<file path="src/gws_pkg.sv">
// Shared constants, codes and controller/datapath interface types for the grid word search.
package gws_pkg;

  localparam int MAX_ROWS = 64;
  localparam int MAX_COLS = 64;
  localparam int MAX_WORD = 64;

  localparam int ROW_W   = $clog2(MAX_ROWS);
  localparam int COL_W   = $clog2(MAX_COLS);
  localparam int GRID_AW = ROW_W + COL_W;
  localparam int WORD_AW = $clog2(MAX_WORD);
  localparam int LEN_W   = $clog2(MAX_WORD + 1);
  localparam int CHAR_W  = 8;
  localparam int CFG_W   = 7;
  localparam int CFG_IDX_W = 1;

  localparam logic [CFG_W-1:0] ROW_COUNT_RST = CFG_W'(30);
  localparam logic [CFG_W-1:0] COL_COUNT_RST = CFG_W'(30);

  localparam logic [CFG_IDX_W-1:0] REG_ROW_COUNT = 1'b0;
  localparam logic [CFG_IDX_W-1:0] REG_COL_COUNT = 1'b1;

  localparam logic REQ_GRID = 1'b0;
  localparam logic REQ_WORD = 1'b1;

  typedef enum logic [3:0] {
    DP_NOP,
    DP_SCAN_INIT,
    DP_SCAN_NEXT,
    DP_DIR_INIT,
    DP_DIR_NEXT,
    DP_STEP,
    DP_ADV,
    DP_FOUND,
    DP_MISS,
    DP_LONG
  } dp_op_e;

  typedef struct packed {
    logic   accept;
    dp_op_e op;
  } cmd_t;

  typedef struct packed {
    logic ovf;
    logic empty;
    logic match;
    logic word_done;
    logic in_bounds;
    logic dir_last;
    logic scan_last;
  } sts_t;

endpackage

</file>
<file path="src/gws_ctrl.sv">
// Controller: search sequencer driving the datapath, plus busy flag and done strobe.
module gws_ctrl (
  input  logic          clk_i,
  input  logic          rst_ni,
  input  logic          start_i,
  input  logic          req_type_i,
  input  logic          word_last_i,
  input  gws_pkg::sts_t sts_i,
  output gws_pkg::cmd_t cmd_o,
  output logic          busy_o,
  output logic          done_o
);

  typedef enum logic [2:0] {
    S_IDLE,
    S_CELL_WAIT,
    S_CELL_CMP,
    S_DIR_CHK,
    S_STEP_WAIT,
    S_STEP_CMP
  } state_e;

  state_e state_q, state_d;
  logic   busy_q, busy_d;
  logic   done_q, done_d;
  logic   dir_fail;

  always_comb begin
    cmd_o.accept = 1'b0;
    cmd_o.op     = gws_pkg::DP_NOP;
    state_d      = state_q;
    busy_d       = busy_q;
    done_d       = 1'b0;
    dir_fail     = 1'b0;

    case (state_q)
      S_IDLE: begin
        if (start_i) begin
          cmd_o.accept = 1'b1;
          if ((req_type_i == gws_pkg::REQ_WORD) && word_last_i) begin
            if (sts_i.ovf) begin
              cmd_o.op = gws_pkg::DP_LONG;
              done_d   = 1'b1;
            end else if (sts_i.empty) begin
              cmd_o.op = gws_pkg::DP_MISS;
              done_d   = 1'b1;
            end else begin
              cmd_o.op = gws_pkg::DP_SCAN_INIT;
              busy_d   = 1'b1;
              state_d  = S_CELL_WAIT;
            end
          end
        end
      end
      S_CELL_WAIT: begin
        state_d = S_CELL_CMP;
      end
      S_CELL_CMP: begin
        if (sts_i.match) begin
          cmd_o.op = gws_pkg::DP_DIR_INIT;
          state_d  = S_DIR_CHK;
        end else begin
          dir_fail = 1'b1;
        end
      end
      S_DIR_CHK: begin
        if (sts_i.word_done) begin
          cmd_o.op = gws_pkg::DP_FOUND;
          done_d   = 1'b1;
          busy_d   = 1'b0;
          state_d  = S_IDLE;
        end else if (sts_i.in_bounds) begin
          cmd_o.op = gws_pkg::DP_STEP;
          state_d  = S_STEP_WAIT;
        end else begin
          dir_fail = 1'b1;
        end
      end
      S_STEP_WAIT: begin
        state_d = S_STEP_CMP;
      end
      S_STEP_CMP: begin
        if (sts_i.match) begin
          cmd_o.op = gws_pkg::DP_ADV;
          state_d  = S_DIR_CHK;
        end else begin
          dir_fail = 1'b1;
        end
      end
      default: begin
        busy_d  = 1'b0;
        state_d = S_IDLE;
      end
    endcase

    // cell mismatch counts as a failed last direction
    if (dir_fail) begin
      if (!sts_i.dir_last && (state_q != S_CELL_CMP)) begin
        cmd_o.op = gws_pkg::DP_DIR_NEXT;
        state_d  = S_DIR_CHK;
      end else if (sts_i.scan_last) begin
        cmd_o.op = gws_pkg::DP_MISS;
        done_d   = 1'b1;
        busy_d   = 1'b0;
        state_d  = S_IDLE;
      end else begin
        cmd_o.op = gws_pkg::DP_SCAN_NEXT;
        state_d  = S_CELL_WAIT;
      end
    end
  end

  always_ff @(posedge clk_i or negedge rst_ni) begin
    if (!rst_ni) begin
      state_q <= S_IDLE;
      busy_q  <= 1'b0;
      done_q  <= 1'b0;
    end else begin
      state_q <= state_d;
      busy_q  <= busy_d;
      done_q  <= done_d;
    end
  end

  assign busy_o = busy_q;
  assign done_o = done_q;

endmodule

</file>
<file path="config.mk">
export PLATFORM = sky130hd
export DESIGN_NAME = gws_ctrl
export DESIGN_NICKNAME = d
export VERILOG_FILES = /design/src/gws_pkg.sv /design/src/gws_ctrl.sv
export SDC_FILE = /design/constraint.sdc
export NUM_CORES = 1
export LEC_CHECK = 0
export ABC_AREA = 1
export CAP_MARGIN = 20
export CORE_AREA = 2 2 39 41
export CTS_BUF_LIST = sky130_fd_sc_hd__clkbuf_4 sky130_fd_sc_hd__clkbuf_8
export CTS_CLUSTER_SIZE = 8
export DETAILED_ROUTE_END_ITERATION = 16
export DIE_AREA = 0 0 41 43
export DONT_BUFFER_PORTS = 1
export PLACE_DENSITY = 0.53
export RECOVER_POWER = 50
export REMOVE_ABC_BUFFERS = 1
export SLEW_MARGIN = 0
export SYNTH_ARGS = -nofsm -noshare
export SYNTH_HDL_FRONTEND = slang
export SYNTH_SLANG_ARGS = --single-unit
</file>
<file path="constraint.sdc">
create_clock -name clk_i -period 2.3 [get_ports clk_i]
set_clock_uncertainty 0.1 [all_clocks]
set_input_delay 0.46 -clock clk_i [delete_from_list [all_inputs] [get_ports clk_i]]
set_output_delay 0.46 -clock clk_i [all_outputs]
set_load 0.01 [all_outputs]
</file>
==> results by group, run 1 <==
Placement
  • Gpl congestion: 0.750
  • Buffers on Ports: 0
  • Place WS: 533 ps
  • Hpwl dp: 758 um
  • Placed Area: 453 um^2
  • Placed insts: 84

Clock tree
  • Cts bufs inserted: 3
  • CTS tree: done
  • Clock Path Buffers: 2
  • Post-cts resize count: 0
  • Clock Latency Late Sink: 240 ps
  • Root buffer cell: clkbuf_4
  • Clk slew on worst S/H paths: 40 ps
  • H-Tree Depth: 1
  • Clock sink count: 5

Floorplanning
  • Initial core utilization: 0.313
  • Core area: 0.00138 mm^2
  • Chip width: 41 um
  • Row count: 14
  • I/O pin cnt: 19
  • Die area: 0.00176 mm^2
  • Die height: 43 um

Global routing
  • Initial antenna violation count: 0
  • Vias in the first global route: 369
  • Largest net degree at the start of global routing: 7
  • First-pass GRT wire length: 1370 um
  • Total global routing overflow: 0
  • GRT Overall Usage: 0.121

Timing
  • Worst-margin pin slew: 310 ps
  • Tcrit/Tclk final: 0.878
  • Finish-stage setup viols: 0
  • Fmax: 495 MHz
  • RSZ-0062 raised after global routing: no
  • Pins Over Slew Limit: 0
  • Crit path time final: 2020 ps
  • Final worst slack: 281 ps
  • Setup TNS: 0 ps
  • Slew headroom: 0.792
  • Fin Hold WS: 381 ps
  • Final Hold Viols: 0

Yosys
  • Register area share after synthesis: 0.289
  • Mapped Area: 433 um^2
  • Synth Instances: 68
  • Ys Warns: 0
  • Yosys cell types: 16
  • Avg Inst Size Synth: 6.37 um^2
  • #FFs+latches synth: 5

Worst setup path
  • Critical path type: register to primary output
  • Crit-path cells: nor2_1, nand2_1, nor3_1, inv_1, nand2_1
  • CP Launch Type: register
  • Crit. End Element: primary output
  • Most used cell along the critical path: nand2_1
  • Slowest cell delay on critical path: 420 ps
  • Crit path DAT: 1460 ps
  • Slowest stage cell, crit path: dfrtp_1
  • Req. time, crit path: 1740 ps
  • Max FO, Critical Path: 5
  • Crit path max-delay family: simple AND/OR/NAND/NOR gates
  • Worst path bufs/invs: 1

Layout
  • Layout cells sized above 1: 0.219
  • Layout Cells excl Fill: 89
  • Cell area after layout: 493 um^2
  • NumNets Final: 86
  • Ant. Diodes: 0
  • Area Growth Syn to Fin: 13.9%

Route
  • Initial drt markers: 13
  • Routed Antenna Nets: 0
  • Drc violations: 0
  • Routed WL: 896 um
  • Vias: 422
  • Routed len/inst: 10.1 um
  • First-pass iteration count of the detailed router: 3
  • Drt via density: 4.74

Run
  • Max-cap viol count: 0

Pwr
  • Power Dens Cells: 1240 mW/mm^2
  • Maximum vdd drop: 0.345 mV
  • Leakage: 0.270 nW

Hold path
  • Hold/Removal Path Class: input pin to register

Run status
  • Status: finished, final reports clean
==> worst min-delay path, stage by stage <==
cell and delay, ps:
inv_1 30, nand3_1 90, o21ai_0 90
==> layer usage <==
| metal | track usage | share of wire | vias to the layer above |
|---|---|---|---|
| met3 | 0.0471 | 0.050 | 0 |
| met1 | 0.132 | 0.46 | 186 |
| met2 | 0.181 | 0.48 | 13 |
| li1 | - | - | 223 |
| met4 | 0.0800 | 0 | 0 |
| met5 | 0 | 0 | - |
==> flip-flops by register name, summed over array words and instances (netlist names) <==
name / flops
state_q: 3
done_o: 1
busy_o: 1
==> cell usage after synthesis <==
cell type / n / area [um^2]
nor3_1: 2 / 10.0
a21oi_1: 4 / 20.0
nand3_1: 5 / 25.0
inv_1: 11 / 41.3
nand4_1: 1 / 6.26
nand2_4: 2 / 22.5
nand3_2: 1 / 10.0
inv_2: 2 / 7.51
dfrtp_1: 5 / 125
nor2_1: 11 / 41.3
nand2_1: 9 / 33.8
nor2_2: 3 / 18.8
nand2_2: 5 / 31.3
o21bai_1: 1 / 7.51
o211ai_1: 1 / 7.51
o21ai_0: 5 / 25.0
==> layout by cell type, fill, tap and decap left out, drive strengths merged <==
master / netlist / layout
a21oi: 4 / 4
clkbuf: 0 / 4
dfrtp: 5 / 5
dlygate4sd3: 0 / 1
inv: 13 / 13
nand2: 16 / 16
nand3: 6 / 6
nand4: 1 / 1
nor2: 14 / 14
nor3: 2 / 2
o211ai: 1 / 1
o21ai: 5 / 5
o21bai: 1 / 1
==> timing repair <==
action,4_1_cts,5_1_grt
hold buffers,1,0
setup buffers,0,0
hold endpoints to repair,5,0
==> power breakdown <==
group | internal, mW | switching [mW] | leakage (nW)
clock network | 0.0773 | 0.0353 | 0.0184
logic | 0.105 | 0.217 | 0.187
registers | 0.126 | 0.0473 | 0.0650
==> stage by stage <==
| step | power (mW) | util |
|---|---|---|
| floorplan | 0.445 | - |
| finish | 0.609 | 0.356 |
| detailed placement | 0.500 | 0.327 |
| global route | 0.670 | 0.356 |
| global placement | 0.499 | 0.327 |
| CTS | 0.621 | 0.356 |
==> kinds of logic (layout without fill, tap and decap cells) <==
kind of cell           Yosys count  after routing  synth area share
and+or+nand+nor                 39             39             0.460
buffers and inverters           13             18             0.113
AOI/OAI and AO/OA               11             11             0.139
DFF                              5              5             0.289
==> layout make-up <==
class,count,area [um^2]
well taps,16,20.0
fillers,166,891
multi-input cells,50,259
flip-flops and latches,5,125
inverters,13,48.8
clock buffers,4,30.0
repair buffers,1,10.0
==> worst paths after layout <==
kind	start	to	slack (ps)	cells after the start
setup / recovery	state_q[0]	cmd_o[3]	280	5
hold / removal	sts_i[1]	state_q[1]	380	3
setup reg to reg	state_q[2]	state_q[0]	960	8
hold reg to reg	busy_o	busy_o	570	3
max in group asynchronous	rst_ni	state_q[1]	1500	1
min in group asynchronous	rst_ni	done_o	410	1
Note: power is estimated with default switching activity, not from simulation.
==> inputs of run 2 (changes only) <==
- clock period: 2.3 -> 2.06 ns (I/O delays scaled with it)
==> results by group, run 2 (same netlist as run 1, synthesis figures left out) <==
Layout
  • Cell area after layout: 499 um^2 (was 493 um^2)
  • Largest Register: state_q (unchanged)
  • Ant. Diodes: 0 (unchanged)
  • Most frequent cells in the layout: nor2_1, inv_1, nand2_1 (was inv_1, nor2_1, nand2_1)
  • Area Growth Syn to Fin: 15.3% (was 13.9%)
  • Layout Cells excl Fill: 89 (unchanged)
  • Fillers: 160 (was 166)
  • Layout cells sized above 1: 0.260 (was 0.219)
  • Max reg flops: 3 (unchanged)
  • Multi-input gate area: 264 um^2 (was 259 um^2)
  • NumNets Final: 86 (unchanged)
  • FF+latch area: 126 um^2 (was 125 um^2)

Floorplanning
  • Die height: 43 um (unchanged)
  • Core area: 0.00138 mm^2 (unchanged)
  • Die area: 0.00176 mm^2 (unchanged)
  • Row count: 14 (unchanged)
  • I/O pin cnt: 19 (unchanged)
  • Initial core utilization: 0.313 (unchanged)
  • Chip width: 41 um (unchanged)

Worst setup path
  • Crit path DAT: 1380 ps (was 1460 ps)
  • Slowest stage cell, crit path: dfrtp_1 (unchanged)
  • Critical path type: register to primary output (unchanged)
  • Crit. End Element: primary output (unchanged)
  • Req. time, crit path: 1550 ps (was 1740 ps)
  • CP Launch Type: register (unchanged)
  • Slowest cell delay on critical path: 420 ps (about the same)
  • Most used cell along the critical path: nand2_2 (was nand2_1)
  • Crit-path cells: inv_1, nand3_2, nand2_2, nand2_2, nand2_4, nand3_1, nand2_1 (was nor2_1, nand2_1, nor3_1, inv_1, nand2_1)
  • Max FO, Critical Path: 6 (was 5)

Placement
  • Hpwl dp: 760 um (was 758 um)
  • Placed Area: 453 um^2 (unchanged)
  • Placed insts: 84 (unchanged)
  • Gpl congestion: 0.743 (was 0.750)
  • Buffers on Ports: 0 (unchanged)

Clock tree
  • Clock sink count: 5 (unchanged)
  • Root buffer cell: clkbuf_4 (unchanged)
  • Clk slew on worst S/H paths: 50 ps (was 40 ps)
  • Post-CTS Setup Bufs: 0 (unchanged)
  • CTS tree: done (unchanged)
  • Cts bufs inserted: 3 (unchanged)
  • H-Tree Depth: 1 (unchanged)
  • Clock Latency Late Sink: 230 ps (was 240 ps)
  • Clock Path Buffers: 2 (unchanged)

Route
  • Drc violations: 0 (unchanged)
  • First-pass iteration count of the detailed router: 2 (was 3)
  • Routed len/inst: 9.87 um (was 10.1 um)
  • Vias: 406 (was 422)
  • Initial drt markers: 9 (was 13)
  • Routed Antenna Nets: 0 (unchanged)
  • Drt via density: 4.56 (was 4.74)
  • Routed WL: 878 um (was 896 um)

Timing
  • Worst-margin pin slew: 283 ps (was 310 ps)
  • Final Hold Viols: 0 (unchanged)
  • Finish-stage setup viols: 0 (unchanged)
  • RSZ-0062 raised after global routing: no (unchanged)
  • Tcrit/Tclk final: 0.918
  • Crit path time final: 1890 ps
  • Slew headroom: 0.810 (was 0.792)
  • Fin Hold WS: 319 ps (was 381 ps)
  • Setup TNS: 0 ps (unchanged)
  • Pins Over Slew Limit: 0 (unchanged)
  • Fmax: 529 MHz

Pwr
  • Leakage: 0.270 nW (about the same)
  • Total power: 0.683 mW (was 0.609 mW)
  • Power Dens Cells: 1370 mW/mm^2 (was 1240 mW/mm^2)
  • Maximum vdd drop: 0.345 mV (about the same)

Run
  • Max-cap viol count: 0 (unchanged)

Global routing
  • Initial antenna violation count: 0 (unchanged)
  • GRT Overall Usage: 0.115 (was 0.121)
  • Largest net degree at the start of global routing: 7 (unchanged)
  • Vias in the first global route: 413 (was 369)
  • Total global routing overflow: 0 (unchanged)
  • First-pass GRT wire length: 1480 um (was 1370 um)

Hold path
  • Hold/Removal Path Class: input pin to register (unchanged)

Run status
  • Status: finished, final reports clean (unchanged)
## run 2: cell types whose count changed in the layout (fill, tap and decap cells not counted)
cell	previous run	this run
nor3_2	0	1
nor3_1	2	1
dfrtp_2	0	1
inv_1	12	11
dfrtp_1	5	4
inv_2	1	2
## run 2: where the power goes
group | internal (mW) | leakage (nW) | total (mW) | switching (mW)
sequential | 0.143 | 0.0635 | 0.196 | 0.0533
combinational | 0.119 | 0.188 | 0.362 | 0.243
clock | 0.0863 | 0.0184 | 0.125 | 0.0391
## run 2: per-stage QoR
step / setup WS [ps] / utilization
final: 170 / 0.361
after CTS: 105 / 0.356
after global routing: 7.31 / 0.361
after detailed placement: 355 / 0.327
after floorplan: 511 / -
after global placement: 346 / 0.327
## run 2: path summary, 6_finish.rpt
path / startpoint / end / slack [ps] / cells after the start
setup / recovery: state_q[1] / cmd_o[2] / 170 / 7
hold / removal: sts_i[3] / state_q[2] / 320 / 3
setup reg to reg: state_q[1] / state_q[1] / 730 / 7
hold reg to reg: state_q[2] / state_q[2] / 530 / 2
max in group asynchronous: rst_ni / state_q[2] / 1280 / 1
min in group asynchronous: rst_ni / state_q[0] / 370 / 1
## run 2: worst max-delay path: cells and delay by family (launching register included)
family	cells	cell delay, ps
buf+inv	1	160
flops	1	420
simple gates	6	560
## run 2: metal layers
metal,vias up,share of wire,global-route usage
li1,223,-,-
met2,9,0.50,0.197
met4,0,0,0.0400
met1,174,0.46,0.149
met5,-,0,0
met3,0,0.043,0
## run 2: timing repair
item	CTS	global route
endpoints found under the setup margin	0	2
endpoints found under the hold margin	5	0
hold buffers	1	0
resized for setup	0	2
## run 2: area by class of cell
cell class                      instances  share of cell area
Clock buffer                            4              0.0602
Sequential cell                         5               0.253
Timing Repair Buffer                    1              0.0201
Multi-Input combinational cell         50               0.529
Inverter                               13              0.0977
Tap cell                               16              0.0401
